===== config.mk =====
export PLATFORM = sky130hd
export DESIGN_NAME = hid_key_report_framer
export DESIGN_NICKNAME = d
export VERILOG_FILES = /design/src/hkrf_pkg.sv /design/src/hkrf_ctrl.sv /design/src/hkrf_dp.sv /design/src/hid_key_report_framer.sv
export SDC_FILE = /design/constraint.sdc
export NUM_CORES = 1
export LEC_CHECK = 0
export ABC_AREA = 1
export BUFFER_PORTS_ARGS = -buffer_cell sky130_fd_sc_hd__buf_4
export CAP_MARGIN = 40
export CORE_AREA = 8 8 128 130
export DETAILED_ROUTE_END_ITERATION = 10
export DIE_AREA = 0 0 136 138
export HOLD_SLACK_MARGIN = 0.02
export MAX_ROUTING_LAYER = met4
export PLACE_DENSITY_LB_ADDON = 0.15
export SKIP_LAST_GASP = 1
export SYNTH_ARGS = -nofsm -noshare
export SYNTH_HDL_FRONTEND = slang
export SYNTH_SLANG_ARGS = --single-unit

===== constraint.sdc =====
create_clock -name clk -period 5.45 [get_ports clk]
set_clock_uncertainty 0.15 [all_clocks]
set_input_delay 0.2725 -clock clk [delete_from_list [all_inputs] [get_ports clk]]
set_output_delay 0.2725 -clock clk [all_outputs]
set_load 0.01 [all_outputs]

===== src/hkrf_pkg.sv =====
// Shared types and constants for the key report framer.
package hkrf_pkg;

	localparam int FRAME_BYTES = 12;
	localparam int NUM_SLOTS   = 6;
	localparam int IDX_W       = $clog2(FRAME_BYTES);
	localparam int SLOT_W      = $clog2(NUM_SLOTS);

	localparam logic [7:0] CRC_POLY = 8'h07;
	localparam logic [7:0] SYNC_A   = 8'hFA;
	localparam logic [7:0] SYNC_B   = 8'hFB;
	localparam logic [7:0] TRAILER  = 8'hFE;

	// Byte positions within the frame
	localparam logic [IDX_W-1:0] IDX_SYNC_A  = IDX_W'(0);
	localparam logic [IDX_W-1:0] IDX_SYNC_B  = IDX_W'(1);
	localparam logic [IDX_W-1:0] IDX_MOD     = IDX_W'(2);
	localparam logic [IDX_W-1:0] IDX_RSVD    = IDX_W'(3);
	localparam logic [IDX_W-1:0] IDX_SLOT0   = IDX_W'(4);
	localparam logic [IDX_W-1:0] IDX_TRAILER = IDX_W'(FRAME_BYTES - 2);
	localparam logic [IDX_W-1:0] IDX_CRC     = IDX_W'(FRAME_BYTES - 1);

	typedef struct packed {
		logic             capture;
		logic             update;
		logic             crc_clr;
		logic             load;
		logic [IDX_W-1:0] idx;
	} cmd_t;

	typedef struct packed {
		logic frame_needed;
		logic out_free;
	} status_t;

endpackage


===== src/hkrf_ctrl.sv =====
// Controller: event sequencing and frame byte counter.
module hkrf_ctrl (
	input  logic             clk,
	input  logic             arst_n,
	input  logic             in_valid,
	output logic             in_stall,
	input  hkrf_pkg::status_t status,
	output hkrf_pkg::cmd_t   cmd
);
	import hkrf_pkg::*;

	typedef enum logic [1:0] {
		ST_IDLE,
		ST_UPDATE,
		ST_CHECK,
		ST_SEND
	} state_t;

	state_t           state_q;
	logic [IDX_W-1:0] idx_q;
	logic             load;

	assign in_stall = (state_q != ST_IDLE);
	assign load     = (state_q == ST_SEND) && status.out_free;

	always_comb begin
		cmd         = '0;
		cmd.capture = (state_q == ST_IDLE) && in_valid;
		cmd.update  = (state_q == ST_UPDATE);
		cmd.crc_clr = (state_q == ST_CHECK);
		cmd.load    = load;
		cmd.idx     = idx_q;
	end

	always_ff @(posedge clk or negedge arst_n) begin
		if (!arst_n) begin
			state_q <= ST_IDLE;
			idx_q   <= '0;
		end else begin
			case (state_q)
				ST_IDLE: begin
					if (in_valid) begin
						state_q <= ST_UPDATE;
					end
				end
				ST_UPDATE: begin
					state_q <= ST_CHECK;
				end
				ST_CHECK: begin
					idx_q <= '0;
					if (status.frame_needed) begin
						state_q <= ST_SEND;
					end else begin
						state_q <= ST_IDLE;
					end
				end
				ST_SEND: begin
					if (load) begin
						if (idx_q == IDX_CRC) begin
							idx_q   <= '0;
							state_q <= ST_IDLE;
						end else begin
							idx_q <= idx_q + IDX_W'(1);
						end
					end
				end
				default: begin
					state_q <= ST_IDLE;
				end
			endcase
		end
	end

	a_idx_range: assert property (@(posedge clk) disable iff (!arst_n)
		state_q == ST_SEND |-> idx_q <= IDX_CRC)
		else $error("frame byte counter out of range");

	a_crc_ends: assert property (@(posedge clk) disable iff (!arst_n)
		(load && idx_q == IDX_CRC) |=> (state_q == ST_IDLE && idx_q == '0))
		else $error("frame did not end after crc byte");

	a_update_seq: assert property (@(posedge clk) disable iff (!arst_n)
		cmd.capture |=> (state_q == ST_UPDATE) ##1 (state_q == ST_CHECK))
		else $error("event not applied before gate check");

	a_no_accept_mid_frame: assert property (@(posedge clk) disable iff (!arst_n)
		(state_q == ST_SEND && idx_q != '0) |-> $past(state_q) == ST_SEND)
		else $error("frame interrupted");

endmodule


===== src/hkrf_dp.sv =====
// Datapath: report state, event apply, frame byte select and CRC-8.
module hkrf_dp (
	input  logic             clk,
	input  logic             arst_n,
	input  logic             is_modifier,
	input  logic [2:0]       modifier_bit,
	input  logic [7:0]       usage,
	input  logic             pressed,
	input  logic             out_stall,
	input  hkrf_pkg::cmd_t   cmd,
	output hkrf_pkg::status_t status,
	output logic             out_valid,
	output logic [7:0]       frame_byte,
	output logic             last
);
	import hkrf_pkg::*;

	function automatic logic [7:0] crc_byte(input logic [7:0] crc, input logic [7:0] b);
		logic [7:0] c;
		c = crc ^ b;
		for (int k = 0; k < 8; k++) begin
			c = c[7] ? ((c << 1) ^ CRC_POLY) : (c << 1);
		end
		return c;
	endfunction

	// Captured event
	logic       is_mod_q;
	logic [2:0] bit_q;
	logic [7:0] usage_q;
	logic       pressed_q;

	// Report state
	logic [7:0] mod_q;
	logic [7:0] slots_q [NUM_SLOTS];

	logic [7:0] crc_q;
	logic       out_valid_q;
	logic [7:0] frame_byte_q;
	logic       last_q;

	logic [NUM_SLOTS-1:0] hit;
	logic [NUM_SLOTS-1:0] free;
	logic [NUM_SLOTS-1:0] first_hit;
	logic [NUM_SLOTS-1:0] first_free;
	logic [7:0]           byte_sel;
	logic [IDX_W-1:0]     slot_off;
	logic [SLOT_W-1:0]    slot_sel;

	always_comb begin
		logic seen_hit;
		logic seen_free;
		seen_hit  = 1'b0;
		seen_free = 1'b0;
		for (int i = 0; i < NUM_SLOTS; i++) begin
			hit[i]        = (slots_q[i] == usage_q);
			free[i]       = (slots_q[i] == 8'h00);
			first_hit[i]  = hit[i] && !seen_hit;
			first_free[i] = free[i] && !seen_free;
			seen_hit      = seen_hit | hit[i];
			seen_free     = seen_free | free[i];
		end
	end

	assign slot_off = cmd.idx - IDX_SLOT0;
	assign slot_sel = slot_off[SLOT_W-1:0];

	always_comb begin
		case (cmd.idx)
			IDX_SYNC_A:  byte_sel = SYNC_A;
			IDX_SYNC_B:  byte_sel = SYNC_B;
			IDX_MOD:     byte_sel = mod_q;
			IDX_RSVD:    byte_sel = 8'h00;
			IDX_TRAILER: byte_sel = TRAILER;
			IDX_CRC:     byte_sel = crc_q;
			default:     byte_sel = slots_q[slot_sel];
		endcase
	end

	assign status.frame_needed = (mod_q != 8'h00) || (slots_q[0] != 8'h00);
	assign status.out_free     = !out_valid_q || !out_stall;

	assign out_valid  = out_valid_q;
	assign frame_byte = frame_byte_q;
	assign last       = last_q;

	always_ff @(posedge clk) begin
		if (cmd.capture) begin
			is_mod_q  <= is_modifier;
			bit_q     <= modifier_bit;
			usage_q   <= usage;
			pressed_q <= pressed;
		end
		if (cmd.load) begin
			frame_byte_q <= byte_sel;
			last_q       <= (cmd.idx == IDX_CRC);
		end
	end

	always_ff @(posedge clk) begin
		if (cmd.crc_clr) begin
			crc_q <= 8'h00;
		end else if (cmd.load && cmd.idx != IDX_CRC) begin
			crc_q <= crc_byte(crc_q, byte_sel);
		end
	end

	always_ff @(posedge clk or negedge arst_n) begin
		if (!arst_n) begin
			mod_q       <= 8'h00;
			out_valid_q <= 1'b0;
			for (int i = 0; i < NUM_SLOTS; i++) begin
				slots_q[i] <= 8'h00;
			end
		end else begin
			if (cmd.load) begin
				out_valid_q <= 1'b1;
			end else if (!out_stall) begin
				out_valid_q <= 1'b0;
			end
			if (cmd.update) begin
				if (is_mod_q) begin
					if (pressed_q) begin
						mod_q <= mod_q | (8'h01 << bit_q);
					end else begin
						mod_q <= mod_q & ~(8'h01 << bit_q);
					end
				end else if (usage_q != 8'h00) begin
					for (int i = 0; i < NUM_SLOTS; i++) begin
						if (pressed_q) begin
							if (hit == '0 && first_free[i]) begin
								slots_q[i] <= usage_q;
							end
						end else if (first_hit[i]) begin
							slots_q[i] <= 8'h00;
						end
					end
				end
			end
		end
	end

	a_load_free: assert property (@(posedge clk) disable iff (!arst_n)
		cmd.load |-> (!out_valid_q || !out_stall))
		else $error("output register overwritten while held");

	a_no_dup: assert property (@(posedge clk) disable iff (!arst_n)
		(cmd.update && !is_mod_q && pressed_q && usage_q != 8'h00)
		|=> $countones(hit) <= 1)
		else $error("usage present in more than one slot");

	a_crc_clean: assert property (@(posedge clk) disable iff (!arst_n)
		$past(cmd.crc_clr) |-> crc_q == 8'h00)
		else $error("crc not cleared at frame start");

endmodule


===== src/hid_key_report_framer.sv =====
// Top level of the boot-keyboard report framer with CRC-8 frame trailer.
// An item passes the update and check states before its first byte is loaded.
// Throughput: one byte a cycle while the output is not stalled, 12 bytes per frame;
//   an item that yields no frame frees the input after the check state; otherwise
//   the next item waits until the frame's last byte is in the output register.
// Reset: arst_n clears the modifier byte, all six key slots and the output valid.
module hid_key_report_framer (
	input  logic       clk,
	input  logic       arst_n,
	// Event channel
	input  logic       in_valid,
	output logic       in_stall,
	input  logic       is_modifier,
	input  logic [2:0] modifier_bit,
	input  logic [7:0] usage,
	input  logic       pressed,
	// Frame byte channel
	output logic       out_valid,
	input  logic       out_stall,
	output logic [7:0] frame_byte,
	output logic       last
);
	import hkrf_pkg::*;

	cmd_t    cmd;
	status_t status;

	// Sequence: capture the item, apply it to the report, check the frame gate
	// (modifier byte or first slot nonzero), then stream the bytes while the
	// CRC accumulates behind them.
	hkrf_ctrl u_ctrl (
		.clk      (clk),
		.arst_n   (arst_n),
		.in_valid (in_valid),
		.in_stall (in_stall),
		.status   (status),
		.cmd      (cmd)
	);

	// Hold the report and the output register; the output register lets a
	// finished byte wait under stall while the next byte is prepared.
	hkrf_dp u_dp (
		.clk          (clk),
		.arst_n       (arst_n),
		.is_modifier  (is_modifier),
		.modifier_bit (modifier_bit),
		.usage        (usage),
		.pressed      (pressed),
		.out_stall    (out_stall),
		.cmd          (cmd),
		.status       (status),
		.out_valid    (out_valid),
		.frame_byte   (frame_byte),
		.last         (last)
	);

endmodule


## After elaboration in Yosys (flattened, before gate mapping)

Cells that the tools add are included.

- Add/subtract/negate cells: 2
- Reduce and logical (&&, ||, !) cells: 62
- Magnitude comparators: 1
- Eq/ne operators: 25
- Bitwise operators: 22
- Shifts and indexed selects: 1
- Multiplexer cells: 41

Operator list:

| cell | count |
|---|---|
| $mux 8 | 21 |
| $eq 8x8->1 | 6 |
| $logic_not 8->1 | 6 |
| $pmux 8 s6 | 1 |
| $reduce_and 5->1 | 6 |
| $bmux 8 s3 | 1 |
| $mux 3 | 8 |
| $not 3->3 | 8 |
| $reduce_bool 8->1 | 3 |
| $logic_and 1x1->1 | 19 |
| $ne 2x2->1 const B | 8 |
| $reduce_bool 2->1 | 8 |
| $logic_not 1->1 | 12 |
| $and 8x8->8 | 1 |
| $eq 4x2->1 const B | 2 |
| $eq 4x4->1 const B | 2 |
| $mux 2 | 4 |
| $mux 4 | 2 |
| $not 8->8 | 1 |
| $or 1x1->1 | 8 |
| $or 8x8->8 | 1 |
| $pmux 2 s4 | 1 |
| $pmux 4 s2 | 1 |
| $shl 1x3->8 const A | 1 |
| other kinds (18) | 23 |

- Flip-flop bits (word level): 93
- Logic and storage cells: 171
- Input bits: 17

## Logic depth before layout (Yosys ltp)

- Word-level depth: 23
- Mapped depth: 22
- Gate-level depth less buffers: 20

## By module

From an unflattened synthesis, not the netlist that was laid out.

- Cells, all modules: 843
- Area total of the unflattened synthesis: 6,281.0 um^2

Modules (own cells, without submodules):

| module | area each (um^2) | cells each | instances |
|---|---|---|---|
| hkrf_dp | 5,910.7 | 790 | 1 |
| hkrf_ctrl | 370.4 | 53 | 1 |

## Worst setup path after synthesis

OpenSTA, ideal clock, no wires.

- Path kind: register -> register
- Start point: register u_ctrl.idx_q[0]
- End point: register u_dp.crc_q[2]
- Cell stages (with the launch flop): 20
- Arrival: 2,108 ps
- Data required time: 5,191 ps
- Slack: 3,082 ps
- Setup time: 109 ps
- Buffers on the path: 2
- Cells stage by stage: dfrtp_1 buf_2 inv_2 buf_2 ha_1 nand3_2 nand3_2 clkinv_2 nand2_2 nand3_2 nand2_4 inv_4 nand2_1 nand3_2 nand2_2 inv_2 nand2_1 nand3_1 nand2_1 inv_1

- Cells in the longest elaborated chain, start to end: 12
- Elaborated cells on any way between the ends: 24
- Classes of those cells: 1 x add/sub; 6 x eq/ne; 9 x mux; 6 x bitwise; 2 x reduce/logical

Ends and longest elaborated chain:

| item | line | RTL |
|---|---|---|
| start: declaration | hkrf_ctrl.sv:20 | `logic [IDX_W-1:0] idx_q;` |
| start signal: assignment | hkrf_ctrl.sv:63 | `idx_q <= idx_q + IDX_W'(1);` |
| $sub 3x3->3 | hkrf_dp.sv:65 | `assign slot_off = cmd.idx - IDX_SLOT0;` |
| $not 3->4 (not written as such) | hkrf_dp.sv:76 | `default: byte_sel = slots_q[slot_sel];` |
| $bmux 8 s3 | hkrf_dp.sv:76 |  |
| $mux 8 (not written as such) (2 in a row) | hkrf_dp.sv:76 |  |
| $pmux 8 s6 | hkrf_dp.sv:69 | `case (cmd.idx)` |
| $xor 8x8->8 | hkrf_dp.sv:20 | `c = crc ^ b;` |
| $mux 3 or $not 3->3 (tied branches) | -- |  |
| $not 3->3 (no line) or $mux 3 (tied branches) | -- |  |
| $mux 3 or $not 3->3 (tied branches) | -- |  |
| $not 3->3 (no line) or $mux 3 (tied branches) | -- |  |
| $mux 3 | hkrf_dp.sv:22 | `c = c[7] ? ((c << 1) ^ CRC_POLY) : (c << 1);` |
| end signal: assignment | hkrf_dp.sv:104 | `crc_q <= crc_byte(crc_q, byte_sel);` |
| end: declaration | hkrf_dp.sv:37 | `logic [7:0] crc_q;` |

Parallel ways exist; a longest one is shown, timed or not. The select of a mux whose other input is x is not followed.
A chain may end at the register's enable or synchronous reset.

## Worst setup path in the final report

- Start point: register u_ctrl.idx_q[2]
- End point: register u_dp.crc_q[6]

- Cells in the longest elaborated chain, start to end: 12
- Elaborated cells on any way between the ends: 20
- Classes of those cells: 1 x add/sub; 6 x eq/ne; 7 x mux; 4 x bitwise; 2 x reduce/logical

Ends and longest elaborated chain:

| item | line |
|---|---|
| $sub 3x3->3 | hkrf_dp.sv:65 |
| $not 3->4 (not written as such) | hkrf_dp.sv:76 |
| $bmux 8 s3 | hkrf_dp.sv:76 |
| $mux 8 (not written as such) (2 in a row) | hkrf_dp.sv:76 |
| $pmux 8 s6 | hkrf_dp.sv:69 |
| $xor 8x8->8 | hkrf_dp.sv:20 |
| $mux 3 | hkrf_dp.sv:22 |
| $not 3->3 (no line) | -- |
| $mux 3 | hkrf_dp.sv:22 |
| $not 3->3 (no line) | -- |
| $mux 3 | hkrf_dp.sv:22 |

Parallel ways exist; a longest one is shown, timed or not. The select of a mux whose other input is x is not followed.

==> results.json <==
{
  "status": "completed",
  "worst-path-max-fanout": 13,
  "yosys_register_bits": 93,
  "cp.required_ps": 5610,
  "core_region_area_mm2": 0.0143,
  "synth_area_leaders": "dfrtp_1, nand2_1, edfxtp_1, inv_1, nand3_1",
  "power_density_mw_per_mm2": 639,
  "multi_input_area_mm2": 0.00295,
  "gp_congestion": 0.972,
  "grt_pass1_wl_um": 28200,
  "synth-main-ff-cell": "dfrtp_1",
  "rsz0062_at_grt": "false",
  "yosysMostFrequentCell": "nand2_1",
  "wl_per_cell_um": 17.2,
  "rr_worst_depth": 8,
  "arrival_ps": 3020,
  "die_w_um": 136,
  "synth_commonest_cells": "nand2_1, inv_1, dfrtp_1",
  "seq_area_frac_synth_pct": 40.9,
  "rows": 44,
  "worst_slew_pin_slew_ps": 882,
  "synthesis.nets": 826,
  "ctsResizeCount": 0,
  "drv_cap": 0,
  "routed_wl_um": 17800,
  "nFillCells": 1464,
  "syn_avg_cell_area_um2": 7.28,
  "crit_type": "flip-flop to flip-flop",
  "layout.nets": 863,
  "synth_top_cell_by_area": "dfrtp_1",
  "final_hold_viol_count": 0,
  "ios": 28,
  "synth_cell_types": 42,
  "drt_pass1_iterations": 5,
  "drive_gt1_share_pct": 11.7,
  "vdd_ir_drop_max_uv": 269,
  "clk_latency_ps": 360,
  "clock-sinks": 93,
  "maxSlewHeadroom_pct": 41.2,
  "grt_remaining_overflow": 0,
  "drtIter0Drc": 479,
  "fin_cells": 1031,
  "synth_cells": 805,
  "leakage_uw": 0.00318,
  "total_power_uw": 4230,
  "setup_tns_ps": 0,
  "die_h_um": 138,
  "viasPerCell": 5.23,
  "setup_ws_ps": 2580,
  "yosys_warnings": 0,
  "min_from": "in_valid",
  "finalSetupViolations": 0,
  "root_buffer": "clkbuf_16",
  "die_area_mm2": 0.0188,
  "synth-async-reset-ratio_pct": 67.7,
  "drc_errors": 0,
  "io_buffer_count": 27,
  "hp-class": "input port to flip-flop",
  "cp-start-kind": "flip-flop",
  "period_share_pct": 52.6,
  "startpoint": "u_ctrl.idx_q[2]$_DFFE_PN0P_",
  "grt_max_degree": 64,
  "synth_edf_count": 22,
  "cts_tree": "yes",
  "min_path_cells": 3,
  "synth_top_area_share_pct": 26.9,
  "cts_buffers": 9,
  "maxSlewViolCount": 0,
  "grt.total_usage_pct": 20.0,
  "cts_buffer_depth": 2,
  "register_area_mm2": 0.00240,
  "place_inst": 1000,
  "grt_pass1_vias": 5152,
  "hpwl_um": 13400,
  "antenna_left": 0,
  "max_freq_ghz": 0.349,
  "antenna_found_initial": 0,
  "syn_area_mm2": 0.00586,
  "pre_cts_slack_ps": 2600,
  "layout_min_cycle_time_ps": 2870,
  "syn2layout_area_growth_pct": 13.0,
  "r2r_start": "u_ctrl.idx_q[2]$_DFFE_PN0P_",
  "cp-end-kind": "flip-flop",
  "initial_utilization_pct": 40.9,
  "clk_pin_slew_ps": 70,
  "num_vias": 5387,
  "diodes": 0,
  "htree_levels": 3,
  "fin_util_pct": 46.3
}
## repair_timing
| item | 4_1_cts | 5_1_grt |
|---|---|---|
| buffers inserted | 0 | 0 |
| hold buffers | 15 | 0 |
| hold endpoints to repair | 77 | 0 |
## state kept, by name, summed over array words and instances (netlist names), named ones only
register and cells:
u_dp.out_valid 1, u_dp.slots_q 48, u_dp.pressed_q 1, u_dp.frame_byte 8, u_dp.usage_q 8, u_ctrl.state_q 2, u_dp.bit_q 3, u_dp.last 1
u_dp.crc_q 8, u_dp.is_mod_q 1, u_ctrl.idx_q 4
## layout make-up
cell class	count	share of cell area, %
Sequential cell	93	36.2
Clock buffer	10	3.46
Timing Repair Buffer	46	5.89
Clock inverter	6	0.718
Multi-Input combinational cell	592	44.5
Tap cell	184	3.48
Inverter	100	5.76
## kinds of logic (layout without fill, tap and decap cells)
| family | after synthesis | after routing | synth area share [%] |
|---|---|---|---|
| compound gates | 81 | 81 | 8.16 |
| xor+xnor | 30 | 30 | 4.48 |
| fa+ha+maj | 4 | 4 | 0.854 |
| buf+inv | 120 | 162 | 8.80 |
| flops | 93 | 93 | 40.9 |
| simple gates | 477 | 477 | 36.8 |
## final timing paths
path,end,slack (ps)
worst max-delay path,u_dp.crc_q[6]$_SDFFE_PP0P_,2580
worst min-delay path,u_ctrl.state_q[0]$_DFFE_PN0P_,40
worst max register to register,u_dp.crc_q[6]$_SDFFE_PP0P_,2580
worst min register to register,u_dp.slots_q[13]$_DFFE_PN0P_,370
max in group asynchronous,async pin,4190
min in group asynchronous,u_dp.slots_q[13]$_DFFE_PN0P_,400
## worst max-delay path, stage by stage (launching register included)
cell	delay (ps)
dfrtp_1	780
inv_1	240
nand3_4	170
inv_1	110
nor2_2	420
clkinv_1	420
a21oi_1	360
nand2_1	90
inv_1	50
## report_power, final
part / switching (uW) / internal [uW]
registers: 390 / 1030
clock network: 290 / 313
logic: 1420 / 794
total: 2100 / 2140
## routing by layer
layer / wire [um] / track usage (%) / vias up
met5: 0 / - / -
met4: 504 / 7.98 / 0
met3: 889 / 3.44 / 32
met2: 8690 / 32.1 / 160
met1: 7680 / 24.5 / 2538
li1: - / - / 2657
## through the flow
stage	cell area, um2	hold slack [ps]
final	6620	40.2
after global routing	6620	51.8
after detailed placement	6200	273
after global placement	6170	261
after floorplan	5860	-173
after CTS	6620	29.2
## placed cells by master (no fill, tap or decap), types with 3 or more instances in the layout
cell and n:
a21oi_1 24, a21oi_4 3, buf_4 30, clkbuf_16 9, clkinvlp_4 3, dfrtp_1 63, dfxtp_1 8, dlygate4sd3_1 15
edfxtp_1 22, ha_1 4, inv_1 89, inv_2 7, nand2_1 287, nand2_2 18, nand2_4 4, nand3_1 58
nand3_2 9, nand4_1 21, nor2_1 51, nor3_1 10, nor4_1 11, o211ai_1 3, o21ai_0 27, o21ai_1 13
xnor2_1 19, xor2_1 11
(Power assumes the default switching activity.)
